[config.mk]
export PLATFORM = sky130hd
export DESIGN_NAME = glob_or_substring_path_match
export DESIGN_NICKNAME = d
export VERILOG_FILES = /design/src/gspm_pkg.sv /design/src/gspm_cell.sv /design/src/glob_or_substring_path_match.sv
export SDC_FILE = /design/constraint.sdc
export NUM_CORES = 1
export LEC_CHECK = 0
export ABC_CLOCK_PERIOD_IN_PS = 49900
export BUFFER_PORTS_ARGS = -buffer_cell sky130_fd_sc_hd__buf_2
export CELL_PAD_IN_SITES_DETAIL_PLACEMENT = 0
export CELL_PAD_IN_SITES_GLOBAL_PLACEMENT = 2
export CORE_MARGIN = 4
export CORE_UTILIZATION = 25
export DETAILED_ROUTE_END_ITERATION = 16
export PLACE_DENSITY = 0.46
export SYNTH_ARGS = -nofsm -noshare
export SYNTH_HDL_FRONTEND = slang
export SYNTH_HIERARCHICAL = 1
export SYNTH_SLANG_ARGS = --single-unit
[constraint.sdc]
create_clock -name clk -period 49.9 [get_ports clk]
set_clock_uncertainty 0.1 [all_clocks]
set_input_delay 2.495 -clock clk [delete_from_list [all_inputs] [get_ports clk]]
set_output_delay 2.495 -clock clk [all_outputs]
set_load 0.05 [all_outputs]
[src/gspm_pkg.sv]
`timescale 1ns / 1ps

package gspm_pkg;

    localparam int unsigned PATTERN_MAX_DEF = 63;

    localparam logic [7:0] STAR_BYTE  = 8'h2A;
    localparam logic [7:0] QMARK_BYTE = 8'h3F;

    typedef enum logic [1:0] {
        OP_PATTERN = 2'd0,
        OP_TEXT    = 2'd1,
        OP_END     = 2'd2
    } op_t;

    // per-cycle control broadcast to every cell
    typedef struct packed {
        logic       restart;
        logic       advance;
        logic [7:0] sym;
    } cell_ctl_t;

    function automatic logic is_wildcard(input logic [7:0] b);
        return (b == STAR_BYTE) || (b == QMARK_BYTE);
    endfunction

endpackage

[src/gspm_cell.sv]
`timescale 1ns / 1ps

module gspm_cell #(
    parameter bit HOME = 1'b0
) (
    input  logic                clk,
    input  logic                rst_n,
    input  gspm_pkg::cell_ctl_t ctl,
    input  logic                wr,
    input  logic                used,
    input  logic                seed,
    input  logic                carry_in,
    input  logic                step_in,
    output logic                closed,
    output logic                carry_out,
    output logic                step_out,
    output logic                raw
);
    import gspm_pkg::*;

    logic [7:0] byte_reg;
    logic       raw_reg;
    logic       raw_next;
    logic       is_star;
    logic       hit;

    always_ff @(posedge clk)
    begin
        if (wr)
        begin
            byte_reg <= ctl.sym;
        end
    end

    assign is_star = (byte_reg == STAR_BYTE);
    assign hit     = (byte_reg == QMARK_BYTE) || (byte_reg == ctl.sym);

    // raw set is kept before star closure; closure ripples in from the left
    assign closed    = raw_reg | carry_in;
    assign carry_out = closed & used & is_star;
    assign step_out  = closed & used & ~is_star & hit;
    assign raw       = raw_reg;

    always_comb
    begin
        priority if (ctl.restart)
        begin
            raw_next = seed;
        end
        else if (ctl.advance)
        begin
            raw_next = carry_out | step_in | seed;
        end
        else
        begin
            raw_next = raw_reg;
        end
    end

    always_ff @(posedge clk or negedge rst_n)
    begin
        if (!rst_n)
        begin
            raw_reg <= HOME;
        end
        else
        begin
            raw_reg <= raw_next;
        end
    end

endmodule

[src/glob_or_substring_path_match.sv]
`timescale 1ns / 1ps

// channel   direction  handshake                 payload
// cmd       into       cmd_valid / cmd_ready     op, symbol, first
// rsp       out of     rsp_valid / rsp_ready     matched, pattern_overflow
//
// one request per cycle of any op while cmd_ready is high
// the end op answers in the next cycle from the result register
// the star closure ripples combinationally through the row of cells
// reset leaves an empty pattern, which matches any text
// only an end request waits when the result register is full and stalled

module glob_or_substring_path_match #(
    parameter int unsigned PATTERN_MAX = gspm_pkg::PATTERN_MAX_DEF
) (
    input  logic       clk,
    input  logic       rst_n,
    input  logic       cmd_valid,
    output logic       cmd_ready,
    input  logic [1:0] op,
    input  logic [7:0] symbol,
    input  logic       first,
    output logic       rsp_valid,
    input  logic       rsp_ready,
    output logic       matched,
    output logic       pattern_overflow
);
    import gspm_pkg::*;

    localparam int unsigned NPOS  = PATTERN_MAX + 1;
    localparam int unsigned LEN_W = $clog2(NPOS);

    logic             cmd_fire;
    logic             is_pat;
    logic             is_text;
    logic             is_end;
    logic             room;
    logic [LEN_W-1:0] widx;
    cell_ctl_t        ctl;

    logic [LEN_W-1:0] length_reg;
    logic [LEN_W-1:0] length_next;
    logic             wild_reg;
    logic             wild_next;
    logic             ovf_reg;
    logic             ovf_next;
    logic             found_reg;
    logic             found_next;
    logic             pend_reg;
    logic             pend_next;
    logic             rsp_valid_reg;
    logic             rsp_valid_next;
    logic             matched_reg;
    logic             rsp_ovf_reg;

    logic [NPOS-1:0]  closed;
    logic [NPOS-1:0]  carry;
    logic [NPOS-1:0]  step;
    logic [NPOS-1:0]  raw;
    logic             at_end;
    logic             found_eff;
    logic             answer;

    assign cmd_ready = (op != OP_END) || !rsp_valid_reg || rsp_ready;
    assign cmd_fire  = cmd_valid && cmd_ready;
    assign is_pat    = cmd_fire && (op == OP_PATTERN);
    assign is_text   = cmd_fire && (op == OP_TEXT);
    assign is_end    = cmd_fire && (op == OP_END);

    assign room = first || (length_reg < LEN_W'(PATTERN_MAX));
    assign widx = first ? '0 : length_reg;

    assign ctl.restart = is_pat || is_end;
    assign ctl.advance = is_text;
    assign ctl.sym     = symbol;

    for (genvar i = 0; i < NPOS; i++)
    begin : g_cell
        logic seed_i;
        logic carry_i;
        logic step_i;

        if (i == 0)
        begin : g_head
            // position zero is re-seeded on every byte in substring mode
            assign seed_i  = ctl.restart ? 1'b1 : !wild_reg;
            assign carry_i = 1'b0;
            assign step_i  = 1'b0;
        end
        else
        begin : g_body
            assign seed_i  = 1'b0;
            assign carry_i = carry[i-1];
            assign step_i  = step[i-1];
        end

        gspm_cell #(
            .HOME (i == 0)
        ) u_cell (
            .clk       (clk),
            .rst_n     (rst_n),
            .ctl       (ctl),
            .wr        (is_pat && room && (widx == LEN_W'(i))),
            .used      (LEN_W'(i) < length_reg),
            .seed      (seed_i),
            .carry_in  (carry_i),
            .step_in   (step_i),
            .closed    (closed[i]),
            .carry_out (carry[i]),
            .step_out  (step[i]),
            .raw       (raw[i])
        );
    end

    assign at_end = closed[length_reg];
    // the substring check of the last text byte lands in the following cycle via pend_reg
    assign found_eff = found_reg || (pend_reg && !wild_reg && at_end);

    always_comb
    begin
        priority if (ovf_reg)
        begin
            answer = 1'b0;
        end
        else if (wild_reg)
        begin
            answer = at_end;
        end
        else
        begin
            answer = found_eff || at_end;
        end
    end

    always_comb
    begin
        length_next    = length_reg;
        wild_next      = wild_reg;
        ovf_next       = ovf_reg;
        found_next     = found_eff;
        pend_next      = is_text;
        rsp_valid_next = rsp_valid_reg && !rsp_ready;
        if (is_pat)
        begin
            if (room)
            begin
                length_next = widx + LEN_W'(1);
                wild_next   = (!first && wild_reg) || is_wildcard(symbol);
                ovf_next    = !first && ovf_reg;
            end
            else
            begin
                ovf_next = 1'b1;
            end
        end
        if (ctl.restart)
        begin
            found_next = 1'b0;
        end
        if (is_end)
        begin
            rsp_valid_next = 1'b1;
        end
    end

    always_ff @(posedge clk or negedge rst_n)
    begin
        if (!rst_n)
        begin
            length_reg    <= '0;
            wild_reg      <= 1'b0;
            ovf_reg       <= 1'b0;
            found_reg     <= 1'b0;
            pend_reg      <= 1'b0;
            rsp_valid_reg <= 1'b0;
        end
        else
        begin
            length_reg    <= length_next;
            wild_reg      <= wild_next;
            ovf_reg       <= ovf_next;
            found_reg     <= found_next;
            pend_reg      <= pend_next;
            rsp_valid_reg <= rsp_valid_next;
        end
    end

    always_ff @(posedge clk)
    begin
        if (is_end)
        begin
            matched_reg <= answer;
            rsp_ovf_reg <= ovf_reg;
        end
    end

    assign rsp_valid        = rsp_valid_reg;
    assign matched          = matched_reg;
    assign pattern_overflow = rsp_ovf_reg;

    a_ovf_no_match: assert property (@(posedge clk) disable iff (!rst_n)
        rsp_valid && pattern_overflow |-> !matched)
        else $error("overflowed pattern reported a match");

    a_len_bound: assert property (@(posedge clk) disable iff (!rst_n)
        length_reg <= LEN_W'(PATTERN_MAX))
        else $error("pattern length beyond store");

    a_first_len: assert property (@(posedge clk) disable iff (!rst_n)
        is_pat && first |=> length_reg == LEN_W'(1))
        else $error("new pattern did not restart length");

    a_restart_set: assert property (@(posedge clk) disable iff (!rst_n)
        is_pat |=> raw == NPOS'(1))
        else $error("scan not restarted at position zero");

    a_end_result: assert property (@(posedge clk) disable iff (!rst_n)
        is_end |=> rsp_valid)
        else $error("end request produced no result");

endmodule

### Word-level counts from Yosys, hierarchy flattened

Index checks and enable logic that the tools add are counted.

* bits in registers: 589
* input port bits: 15
* output and inout bits: 4
* word-level logic and storage cells: 1194

* $add $sub $neg: 1
* $lt $le $gt $ge: 66
* equal/unequal tests: 258
* mux-type cells: 136
* bitwise logic cells: 444
* reduce and logical (&&, ||, !) cells: 153

Operators with widths (number)
* == test 8 x 6 -> 1 bit, second input constant: 129
* == test 8 bit: 63
* AND 1 bit: 254
* == test 6 bit, second input constant: 32
* < comparator 6 bit, first input constant: 32
* two-way mux 1 bit: 134
* OR 1 bit: 127
* == test 6 x 5 -> 1 bit, second input constant: 16
* < comparator 5 x 6 -> 1 bit, first input constant: 16
* logical AND 1 bit: 74
* logical OR 1 bit: 71
* NOT 1 bit: 63
* == test 6 x 4 -> 1 bit, second input constant: 8
* < comparator 4 x 6 -> 1 bit, first input constant: 8
* == test 6 x 3 -> 1 bit, second input constant: 4
* < comparator 3 x 6 -> 1 bit, first input constant: 4
* == test 6 x 2 -> 1 bit, second input constant: 2
* < comparator 1 x 6 -> 1 bit, first input constant: 2
* < comparator 2 x 6 -> 1 bit, first input constant: 2
* < comparator 6 x 7 -> 1 bit, second input constant: 1
* adder 6 x 1 -> 6 bit, second input constant: 1
* binary-select mux 1 bit (select 6 bit): 1
* == test 6 x 1 -> 1 bit, second input constant: 1
* zero test 6 bit: 1
* 9 further kinds: 12

### Longest topological paths before layout

* word-level depth: 196
* mapped depth: 199
* depth with buffers taken out: 198

### Hierarchy

The synthesis kept the hierarchy.

Modules (own cells, without submodules)
* gspm_cell at g_cell[10].u_cell ...: times used 63, cells an instance 35, area an instance 460.4 µm², seq. area each 265.3 µm²
* glob_or_substring_path_match: times used 1, cells an instance 335, area an instance 2260.9 µm², seq. area each 335.3 µm²
* gspm_cell at g_cell[0].u_cell: times used 1, cells an instance 35, area an instance 461.7 µm², seq. area each 266.5 µm²

### Worst setup path after synthesis

No wires, ideal clock.

* path type: register -> register
* from: reg length_reg[1]
* to: reg matched_reg, in the netlist matched (data pin)
* library setup time: 0.267 ns
* data arrival time: 40.660 ns
* required time: 49.533 ns
* path slack: 8.873 ns
* cell stages (with the launch flop): 200
* buffers on the path: 3
* period minus slack after synthesis: 41.027 ns
* path through: dfrtp_1 buf_2 buf_2 clkbuf_1 nor3_1 nand2_1 and2_1 nor3b_4 or2_2 and2_1 nor3b_4 or2_2 and2_1 nor3b_4 or2_2 and2_1 nor3b_4 or2_2 (+164 left out) or2_2 and2_1 nor3b_4 or2_2 and2_1 nor3b_4 or2_2 and2_1 nor3b_4 or2_2 and2_1 nor3b_4 or2_2 mux4_2 a32oi_1 o211ai_1 a21oi_1 a21oi_1

* longest elaborated chain between the ends: 196
* elaborated cells between the ends (all ways): 258
* classes of those cells: order compare: 63; mux: 3; bitwise: 189; reduce/logical: 3

RTL lines
* from (decl): RTL line glob_or_substring_path_match.sv:41 `logic [LEN_W-1:0] length_reg;`
* from (signal assigned): RTL line glob_or_substring_path_match.sv:179 `length_reg <= length_next;`
* < comparator 1 x 6 -> 1 bit *: RTL line glob_or_substring_path_match.sv:104 `.used (LEN_W'(i) < length_reg),`
* AND 1 bit * (2 in a row): RTL line gspm_cell.sv:40 `assign carry_out = closed & used & is_star;`
* named net carry[0]: RTL line glob_or_substring_path_match.sv:57 `logic [NPOS-1:0] carry;`
* OR 1 bit *: RTL line gspm_cell.sv:39 `assign closed = raw_reg | carry_in;`
* named net closed[1]: RTL line glob_or_substring_path_match.sv:56 `logic [NPOS-1:0] closed;`
* AND 1 bit * (2 in a row): RTL line gspm_cell.sv:40
* named net carry[1]: RTL line glob_or_substring_path_match.sv:57
* OR 1 bit *: RTL line gspm_cell.sv:39
* named net closed[2]: RTL line glob_or_substring_path_match.sv:56
* (+2 left out)
* named net carry[2]: RTL line glob_or_substring_path_match.sv:57
* (+1 left out)
* named net closed[3]: RTL line glob_or_substring_path_match.sv:56
* (+2 left out)
* named net carry[3]: RTL line glob_or_substring_path_match.sv:57
* (+1 left out)
* named net closed[4]: RTL line glob_or_substring_path_match.sv:56
* (+2 left out)
* named net carry[4]: RTL line glob_or_substring_path_match.sv:57
* (+1 left out)
* named net closed[5]: RTL line glob_or_substring_path_match.sv:56
* (+2 left out)
* named net carry[5]: RTL line glob_or_substring_path_match.sv:57
* (+1 left out)
* named net closed[6]: RTL line glob_or_substring_path_match.sv:56
* (+2 left out)
* named net carry[6]: RTL line glob_or_substring_path_match.sv:57
* (+1 left out)
* named net closed[7]: RTL line glob_or_substring_path_match.sv:56
* (+2 left out)
* named net carry[7]: RTL line glob_or_substring_path_match.sv:57
* (+1 left out)
* named net closed[8]: RTL line glob_or_substring_path_match.sv:56
* (+2 left out)
* named net carry[8]: RTL line glob_or_substring_path_match.sv:57
* (+1 left out)
* named net closed[9]: RTL line glob_or_substring_path_match.sv:56
* (+2 left out)
* named net carry[9]: RTL line glob_or_substring_path_match.sv:57
* (+1 left out)
* named net closed[10]: RTL line glob_or_substring_path_match.sv:56
* (+2 left out)
* named net carry[10]: RTL line glob_or_substring_path_match.sv:57
* (+1 left out)
* named net closed[11]: RTL line glob_or_substring_path_match.sv:56
* (+2 left out)
* named net carry[11]: RTL line glob_or_substring_path_match.sv:57
* (+1 left out)
* named net closed[12]: RTL line glob_or_substring_path_match.sv:56
* (+2 left out)
* named net carry[12]: RTL line glob_or_substring_path_match.sv:57
* (+1 left out)
* named net closed[13]: RTL line glob_or_substring_path_match.sv:56
* (+2 left out)
* named net carry[13]: RTL line glob_or_substring_path_match.sv:57
* (+1 left out)
* named net closed[14]: RTL line glob_or_substring_path_match.sv:56
* (+2 left out)
* named net carry[14]: RTL line glob_or_substring_path_match.sv:57
* (+1 left out)
* named net closed[15]: RTL line glob_or_substring_path_match.sv:56
* (+2 left out)
* named net carry[15]: RTL line glob_or_substring_path_match.sv:57
* (+1 left out)
* named net closed[16]: RTL line glob_or_substring_path_match.sv:56
* (+2 left out)
* named net carry[16]: RTL line glob_or_substring_path_match.sv:57
* (+1 left out)
* named net closed[17]: RTL line glob_or_substring_path_match.sv:56
* (+2 left out)
* named net carry[17]: RTL line glob_or_substring_path_match.sv:57
* (+1 left out)
* named net closed[18]: RTL line glob_or_substring_path_match.sv:56
* (+2 left out)
* named net carry[18]: RTL line glob_or_substring_path_match.sv:57
* (+1 left out)
* named net closed[19]: RTL line glob_or_substring_path_match.sv:56
* (+2 left out)
* named net carry[19]: RTL line glob_or_substring_path_match.sv:57
* (+1 left out)
* named net closed[20]: RTL line glob_or_substring_path_match.sv:56
* (+2 left out)
* named net carry[20]: RTL line glob_or_substring_path_match.sv:57
* (+1 left out)
* named net closed[21]: RTL line glob_or_substring_path_match.sv:56
* (+2 left out)
* named net carry[21]: RTL line glob_or_substring_path_match.sv:57
* (+1 left out)
* named net closed[22]: RTL line glob_or_substring_path_match.sv:56
* (+2 left out)
* named net carry[22]: RTL line glob_or_substring_path_match.sv:57
* (+1 left out)
* named net closed[23]: RTL line glob_or_substring_path_match.sv:56
* (+2 left out)
* named net carry[23]: RTL line glob_or_substring_path_match.sv:57
* (+1 left out)
* named net closed[24]: RTL line glob_or_substring_path_match.sv:56
* (+2 left out)
* named net carry[24]: RTL line glob_or_substring_path_match.sv:57
* (+1 left out)
* named net closed[25]: RTL line glob_or_substring_path_match.sv:56
* (+2 left out)
* named net carry[25]: RTL line glob_or_substring_path_match.sv:57
* (+1 left out)
* named net closed[26]: RTL line glob_or_substring_path_match.sv:56
* (+2 left out)
* named net carry[26]: RTL line glob_or_substring_path_match.sv:57
* (+1 left out)
* named net closed[27]: RTL line glob_or_substring_path_match.sv:56
* (+2 left out)
* named net carry[27]: RTL line glob_or_substring_path_match.sv:57
* (+1 left out)
* named net closed[28]: RTL line glob_or_substring_path_match.sv:56
* (+2 left out)
* named net carry[28]: RTL line glob_or_substring_path_match.sv:57
* (+1 left out)
* named net closed[29]: RTL line glob_or_substring_path_match.sv:56
* (+2 left out)
* named net carry[29]: RTL line glob_or_substring_path_match.sv:57
* (+1 left out)
* named net closed[30]: RTL line glob_or_substring_path_match.sv:56
* (+2 left out)
* named net carry[30]: RTL line glob_or_substring_path_match.sv:57
* (+1 left out)
* named net closed[31]: RTL line glob_or_substring_path_match.sv:56
* (+2 left out)
* named net carry[31]: RTL line glob_or_substring_path_match.sv:57
* (+1 left out)
* named net closed[32]: RTL line glob_or_substring_path_match.sv:56
* (+2 left out)
* named net carry[32]: RTL line glob_or_substring_path_match.sv:57
* (+1 left out)
* named net closed[33]: RTL line glob_or_substring_path_match.sv:56
* (+2 left out)
* named net carry[33]: RTL line glob_or_substring_path_match.sv:57
* (+1 left out)
* named net closed[34]: RTL line glob_or_substring_path_match.sv:56
* (+2 left out)
* named net carry[34]: RTL line glob_or_substring_path_match.sv:57
* (+1 left out)
* named net closed[35]: RTL line glob_or_substring_path_match.sv:56
* (+2 left out)
* named net carry[35]: RTL line glob_or_substring_path_match.sv:57
* (+1 left out)
* named net closed[36]: RTL line glob_or_substring_path_match.sv:56
* (+2 left out)
* named net carry[36]: RTL line glob_or_substring_path_match.sv:57
* (+1 left out)
* named net closed[37]: RTL line glob_or_substring_path_match.sv:56
* (+2 left out)
* named net carry[37]: RTL line glob_or_substring_path_match.sv:57
* (+1 left out)
* named net closed[38]: RTL line glob_or_substring_path_match.sv:56
* (+2 left out)
* named net carry[38]: RTL line glob_or_substring_path_match.sv:57
* (+1 left out)
* named net closed[39]: RTL line glob_or_substring_path_match.sv:56
* (+2 left out)
* named net carry[39]: RTL line glob_or_substring_path_match.sv:57
* (+1 left out)
* named net closed[40]: RTL line glob_or_substring_path_match.sv:56
* (+2 left out)
* named net carry[40]: RTL line glob_or_substring_path_match.sv:57
* (+1 left out)
* named net closed[41]: RTL line glob_or_substring_path_match.sv:56
* (+2 left out)
* named net carry[41]: RTL line glob_or_substring_path_match.sv:57
* (+1 left out)
* named net closed[42]: RTL line glob_or_substring_path_match.sv:56
* (+2 left out)
* named net carry[42]: RTL line glob_or_substring_path_match.sv:57
* (+1 left out)
* named net closed[43]: RTL line glob_or_substring_path_match.sv:56
* (+2 left out)
* named net carry[43]: RTL line glob_or_substring_path_match.sv:57
* (+1 left out)
* named net closed[44]: RTL line glob_or_substring_path_match.sv:56
* (+2 left out)
* named net carry[44]: RTL line glob_or_substring_path_match.sv:57
* (+1 left out)
* named net closed[45]: RTL line glob_or_substring_path_match.sv:56
* (+2 left out)
* named net carry[45]: RTL line glob_or_substring_path_match.sv:57
* (+1 left out)
* named net closed[46]: RTL line glob_or_substring_path_match.sv:56
* (+2 left out)
* named net carry[46]: RTL line glob_or_substring_path_match.sv:57
* (+1 left out)
* named net closed[47]: RTL line glob_or_substring_path_match.sv:56
* (+2 left out)
* named net carry[47]: RTL line glob_or_substring_path_match.sv:57
* (+1 left out)
* named net closed[48]: RTL line glob_or_substring_path_match.sv:56
* (+2 left out)
* named net carry[48]: RTL line glob_or_substring_path_match.sv:57
* (+1 left out)
* named net closed[49]: RTL line glob_or_substring_path_match.sv:56
* (+2 left out)
* named net carry[49]: RTL line glob_or_substring_path_match.sv:57
* (+1 left out)
* named net closed[50]: RTL line glob_or_substring_path_match.sv:56
* (+2 left out)
* named net carry[50]: RTL line glob_or_substring_path_match.sv:57
* (+1 left out)
* named net closed[51]: RTL line glob_or_substring_path_match.sv:56
* (+2 left out)
* named net carry[51]: RTL line glob_or_substring_path_match.sv:57
* (+1 left out)
* named net closed[52]: RTL line glob_or_substring_path_match.sv:56
* (+2 left out)
* named net carry[52]: RTL line glob_or_substring_path_match.sv:57
* (+1 left out)
* named net closed[53]: RTL line glob_or_substring_path_match.sv:56
* (+2 left out)
* named net carry[53]: RTL line glob_or_substring_path_match.sv:57
* (+1 left out)
* named net closed[54]: RTL line glob_or_substring_path_match.sv:56
* (+2 left out)
* named net carry[54]: RTL line glob_or_substring_path_match.sv:57
* (+1 left out)
* named net closed[55]: RTL line glob_or_substring_path_match.sv:56
* (+2 left out)
* named net carry[55]: RTL line glob_or_substring_path_match.sv:57
* (+1 left out)
* named net closed[56]: RTL line glob_or_substring_path_match.sv:56
* (+2 left out)
* named net carry[56]: RTL line glob_or_substring_path_match.sv:57
* (+1 left out)
* named net closed[57]: RTL line glob_or_substring_path_match.sv:56
* (+2 left out)
* named net carry[57]: RTL line glob_or_substring_path_match.sv:57
* (+1 left out)
* named net closed[58]: RTL line glob_or_substring_path_match.sv:56
* (+2 left out)
* named net carry[58]: RTL line glob_or_substring_path_match.sv:57
* (+1 left out)
* named net closed[59]: RTL line glob_or_substring_path_match.sv:56
* (+2 left out)
* named net carry[59]: RTL line glob_or_substring_path_match.sv:57
* (+1 left out)
* named net closed[60]: RTL line glob_or_substring_path_match.sv:56
* (+2 left out)
* named net carry[60]: RTL line glob_or_substring_path_match.sv:57
* (+1 left out)
* named net closed[61]: RTL line glob_or_substring_path_match.sv:56
* (+2 left out)
* named net carry[61]: RTL line glob_or_substring_path_match.sv:57
* (+1 left out)
* named net closed[62]: RTL line glob_or_substring_path_match.sv:56
* (+2 left out)
* named net carry[62]: RTL line glob_or_substring_path_match.sv:57
* OR 1 bit *: RTL line gspm_cell.sv:39
* named net closed[63]: RTL line glob_or_substring_path_match.sv:56
* binary-select mux 1 bit (select 6 bit) *: RTL line glob_or_substring_path_match.sv:115 `assign at_end = closed[length_reg];`
* two-way mux 1 bit (implied by the code) *: RTL line glob_or_substring_path_match.sv:115
* logical AND 1 bit: RTL line glob_or_substring_path_match.sv:117 `assign found_eff = found_reg || (pend_reg && !wild_reg && at_end);`
* logical OR 1 bit: RTL line glob_or_substring_path_match.sv:117
* logical OR 1 bit: RTL line glob_or_substring_path_match.sv:131 `answer = found_eff || at_end;`
* two-way mux 1 bit *: RTL line glob_or_substring_path_match.sv:125 `else if (wild_reg)`
* to (signal assigned): RTL line glob_or_substring_path_match.sv:192 `matched_reg <= answer;`
* to (decl): RTL line glob_or_substring_path_match.sv:53 `logic matched_reg;`

Mark *: on every way through the listed nets, which the timed path passes. The rest lies on a longest branch. The select of a mux whose other input is x is not followed.
A chain may end at the register's enable or synchronous reset.

### Final worst setup path

* from: reg length_reg[5]
* to: reg matched_reg, in the netlist matched (data pin)

The elaborated chain is that of the path after synthesis.

==> run summary <==
Post-CTS timing repair inserted 0 buffers for setup. The run gives 0.65 ns as the source-to-sink clock delay at the later pin of the worst-skew pair. The critical path in this run is classified as reg2reg. Of the available clock period, the critical path in the final layout requires 89.3%.

The effective utilization at floorplan is 25.2%. In the detailed route, the total length drawn on met3 is 4.30 mm. The run gives 0 as the final number of hold-violating endpoints. The post-route netlist has 16.1% of its cells at a drive strength greater than 1.

The logs give 0 for the count of pins over their slew limit and 0.0244 mV for the peak supply drop. The utilization after layout came out at 29.6%. The highest metal layer with signal wires is met4. The worst hold path begins at ovf_reg. Measured along the y axis, the die boundary spans 364 um. The detail route stage leaves a number of antenna-violating nets equal to 0. The routed design could run at a clock period as short as 44.56 ns. The number of gates resized after CTS was 0.

Kind of path behind the tightest hold check: reg2reg. The detailed router put a total of 48.7 mm of wire on met1. The quantity of I/O buffers inserted on ports works out to 18.

Setup repair after global routing left no endpoint under its margin. Maximum clock insertion buffer count: 3. The via density per instance is 4.65, and the routed length per placed instance is 22.6 um. The logs give 22000 for the number of global-route vias before repair and 19 for the boundary pin count. The tools report the capture point of the worst reg-to-reg path as matched.

Count of hold-fix buffers inserted at cts: 0. After technology mapping, the gate count stands at 2560. The run gives 102 mm as the total wire length after detailed routing. The first routing iteration left 1257 violations. The congestion estimate from routability-driven global placement came to 0.742. The final count of negative-setup-slack endpoints was 0; the worst hold path depth was 0.

Along the worst path, the maximum fanout reaches 8. The cell leakage power is 12.3 nW, and the worst reg-to-reg path cell count is 198. The worst pin sits at a relative slew slack of 22.3%. The clock-pin slew reported for the worst setup and hold paths after clock tree synthesis works out to 0.06 ns. The run finished with clean final reports. For this design the ratio of total power to cell area is 35.3 nW/um2. In this run the standard cell core region covers 126000 um2.

The path with the worst hold slack has its endpoint at pattern_overflow. For the pin with the worst max-slew slack, the measured transition is 1.16 ns. The tool flagged a number of max-cap violations equal to 0.

STA puts the critical path data arrival time at 44.85 ns. The H-tree depth was 3. Buffer type at the clock tree root: sky130_fd_sc_hd__clkbuf_16.

Before antenna repair, the detailed router went through 7 iterations. STA classifies the critical path startpoint as a flop. TritonCTS built the clock tree. Tracing the worst setup path back leads to its startpoint at length_reg[5]. The worst register-to-register path has a setup slack of 5.34 ns. The tools report the worst reg2reg path startpoint as length_reg[5]. The tools report the final-layout setup total negative slack as 0 ns. In this run, CTS created clock tree buffers numbering 80. Entering global routing, the biggest net connects 74 pins. The run gives 7 as the initial antenna violation count. Clock tree synthesis found a total of 589 sinks. Sum of overflow across all layers after global routing: 0. The logs give 132000 um2 for the die area and 46.9 mm for the wire length on met2. Based on the critical path, the design can be clocked at up to 22.4 MHz.

The delay contributed by the slowest stage of the critical path works out to 0.50 ns. For the worst setup path, the data required time is 50.19 ns. The routed layout has 21000 vias.

The netlist area before placement was 31600 um2. For this run, design rule violations remaining after detail routing come to 0. Yosys printed 6 warnings. Global routing used 15.4% of the available tracks across all layers. In this run the core area contains 130 standard-cell rows. The die is 364 um wide. The layout net count was 2823; the average footprint of a synthesized cell was 12.4 um2.

The global-route wire length before repair is 151 mm. The half-perimeter wire length after placement is 66.0 mm, and the area growth from synthesis to layout is 17.5%. The critical path's slowest cell was sky130_fd_sc_hd__mux4_2.

STA classifies the critical path endpoint as a flop. The register with the most flip-flops in the layout has 512 of them.
[layer usage]
| layer | GRT usage, % | up-vias |
|---|---|---|
| met5 | 0 | - |
| met4 | 4.54 | 0 |
| met3 | 2.55 | 121 |
| met2 | 25.1 | 346 |
| met1 | 21.2 | 10600 |
| li1 | - | 9999 |
[layout by cell type, fill, tap and decap left out, types with 5 or more instances in the layout]
cell and n:
sky130_fd_sc_hd__mux4_2 8, sky130_fd_sc_hd__nor2b_1 11, sky130_fd_sc_hd__nor3b_4 64, sky130_fd_sc_hd__inv_1 71
sky130_fd_sc_hd__buf_6 8, sky130_fd_sc_hd__o31a_2 64, sky130_fd_sc_hd__or4b_4 64, sky130_fd_sc_hd__dfrtp_1 73
sky130_fd_sc_hd__nand2_1 104, sky130_fd_sc_hd__or2_2 64, sky130_fd_sc_hd__buf_2 9, sky130_fd_sc_hd__clkinvlp_4 13
sky130_fd_sc_hd__nor3_1 133, sky130_fd_sc_hd__nor4_1 126, sky130_fd_sc_hd__a32oi_1 64, sky130_fd_sc_hd__clkbuf_16 85
sky130_fd_sc_hd__clkbuf_1 19, sky130_fd_sc_hd__nor2_1 142, sky130_fd_sc_hd__conb_1 129, sky130_fd_sc_hd__and2_1 72
sky130_fd_sc_hd__clkbuf_8 6, sky130_fd_sc_hd__clkinv_1 8, sky130_fd_sc_hd__nand4_1 65, sky130_fd_sc_hd__a22oi_1 5
sky130_fd_sc_hd__xor2_1 505, sky130_fd_sc_hd__a21boi_0 9, sky130_fd_sc_hd__o21ai_0 76, sky130_fd_sc_hd__o21a_1 5
sky130_fd_sc_hd__nand3_1 71, sky130_fd_sc_hd__edfxtp_1 514, sky130_fd_sc_hd__a21oi_1 82, sky130_fd_sc_hd__nand2b_1 74
sky130_fd_sc_hd__clkinv_2 13, sky130_fd_sc_hd__buf_4 42, sky130_fd_sc_hd__mux2i_1 14
[stage by stage]
stage	std cells	setup slack [ns]	hold WS (ns)	power, mW	instance area, um2
CTS	4522	5.05	0.403	1.34	37100
global placement	4372	5.80	0.381	0.755	34500
floorplan	2688	8.87	0.348	0.663	32100
detailed placement	4372	5.17	0.376	0.754	34500
finish	4524	5.34	0.408	1.31	37100
global route	4522	3.27	0.417	1.37	37100
[worst max-delay path by stage]
stage,end,depth (start not counted)
CTS,matched,198
floorplan,matched,199
finish,matched,198
detailed placement,matched,198
global route,matched,198
global placement,matched,198
[layout make-up]
cell class | instances | area, um2
repair buffers | 59 | 450
multi-input cells | 1999 | 14400
clock inverters | 40 | 340
diodes | 2 | 5.00
well taps | 1650 | 2060
flip-flops and latches | 589 | 17300
clock buffers | 110 | 2280
fillers | 12800 | 88400
inverters | 75 | 284
[power breakdown]
group	switching, mW	total [mW]	leakage [nW]	internal [mW]
sequential	0.0108	0.559	5.47	0.548
clock	0.231	0.572	1.25	0.341
combinational	0.118	0.181	5.61	0.0628
total	0.360	1.31	12.3	0.952
[worst max-delay path, delay by kind of cell, from the launching register on]
family,cells,cell delay [ns]
simple gates,192,42.40
compound gates,4,0.56
mux,1,0.50
flops,1,0.38
buf+inv,1,0.32
No activity file was read; power rests on OpenSTA's default activity.
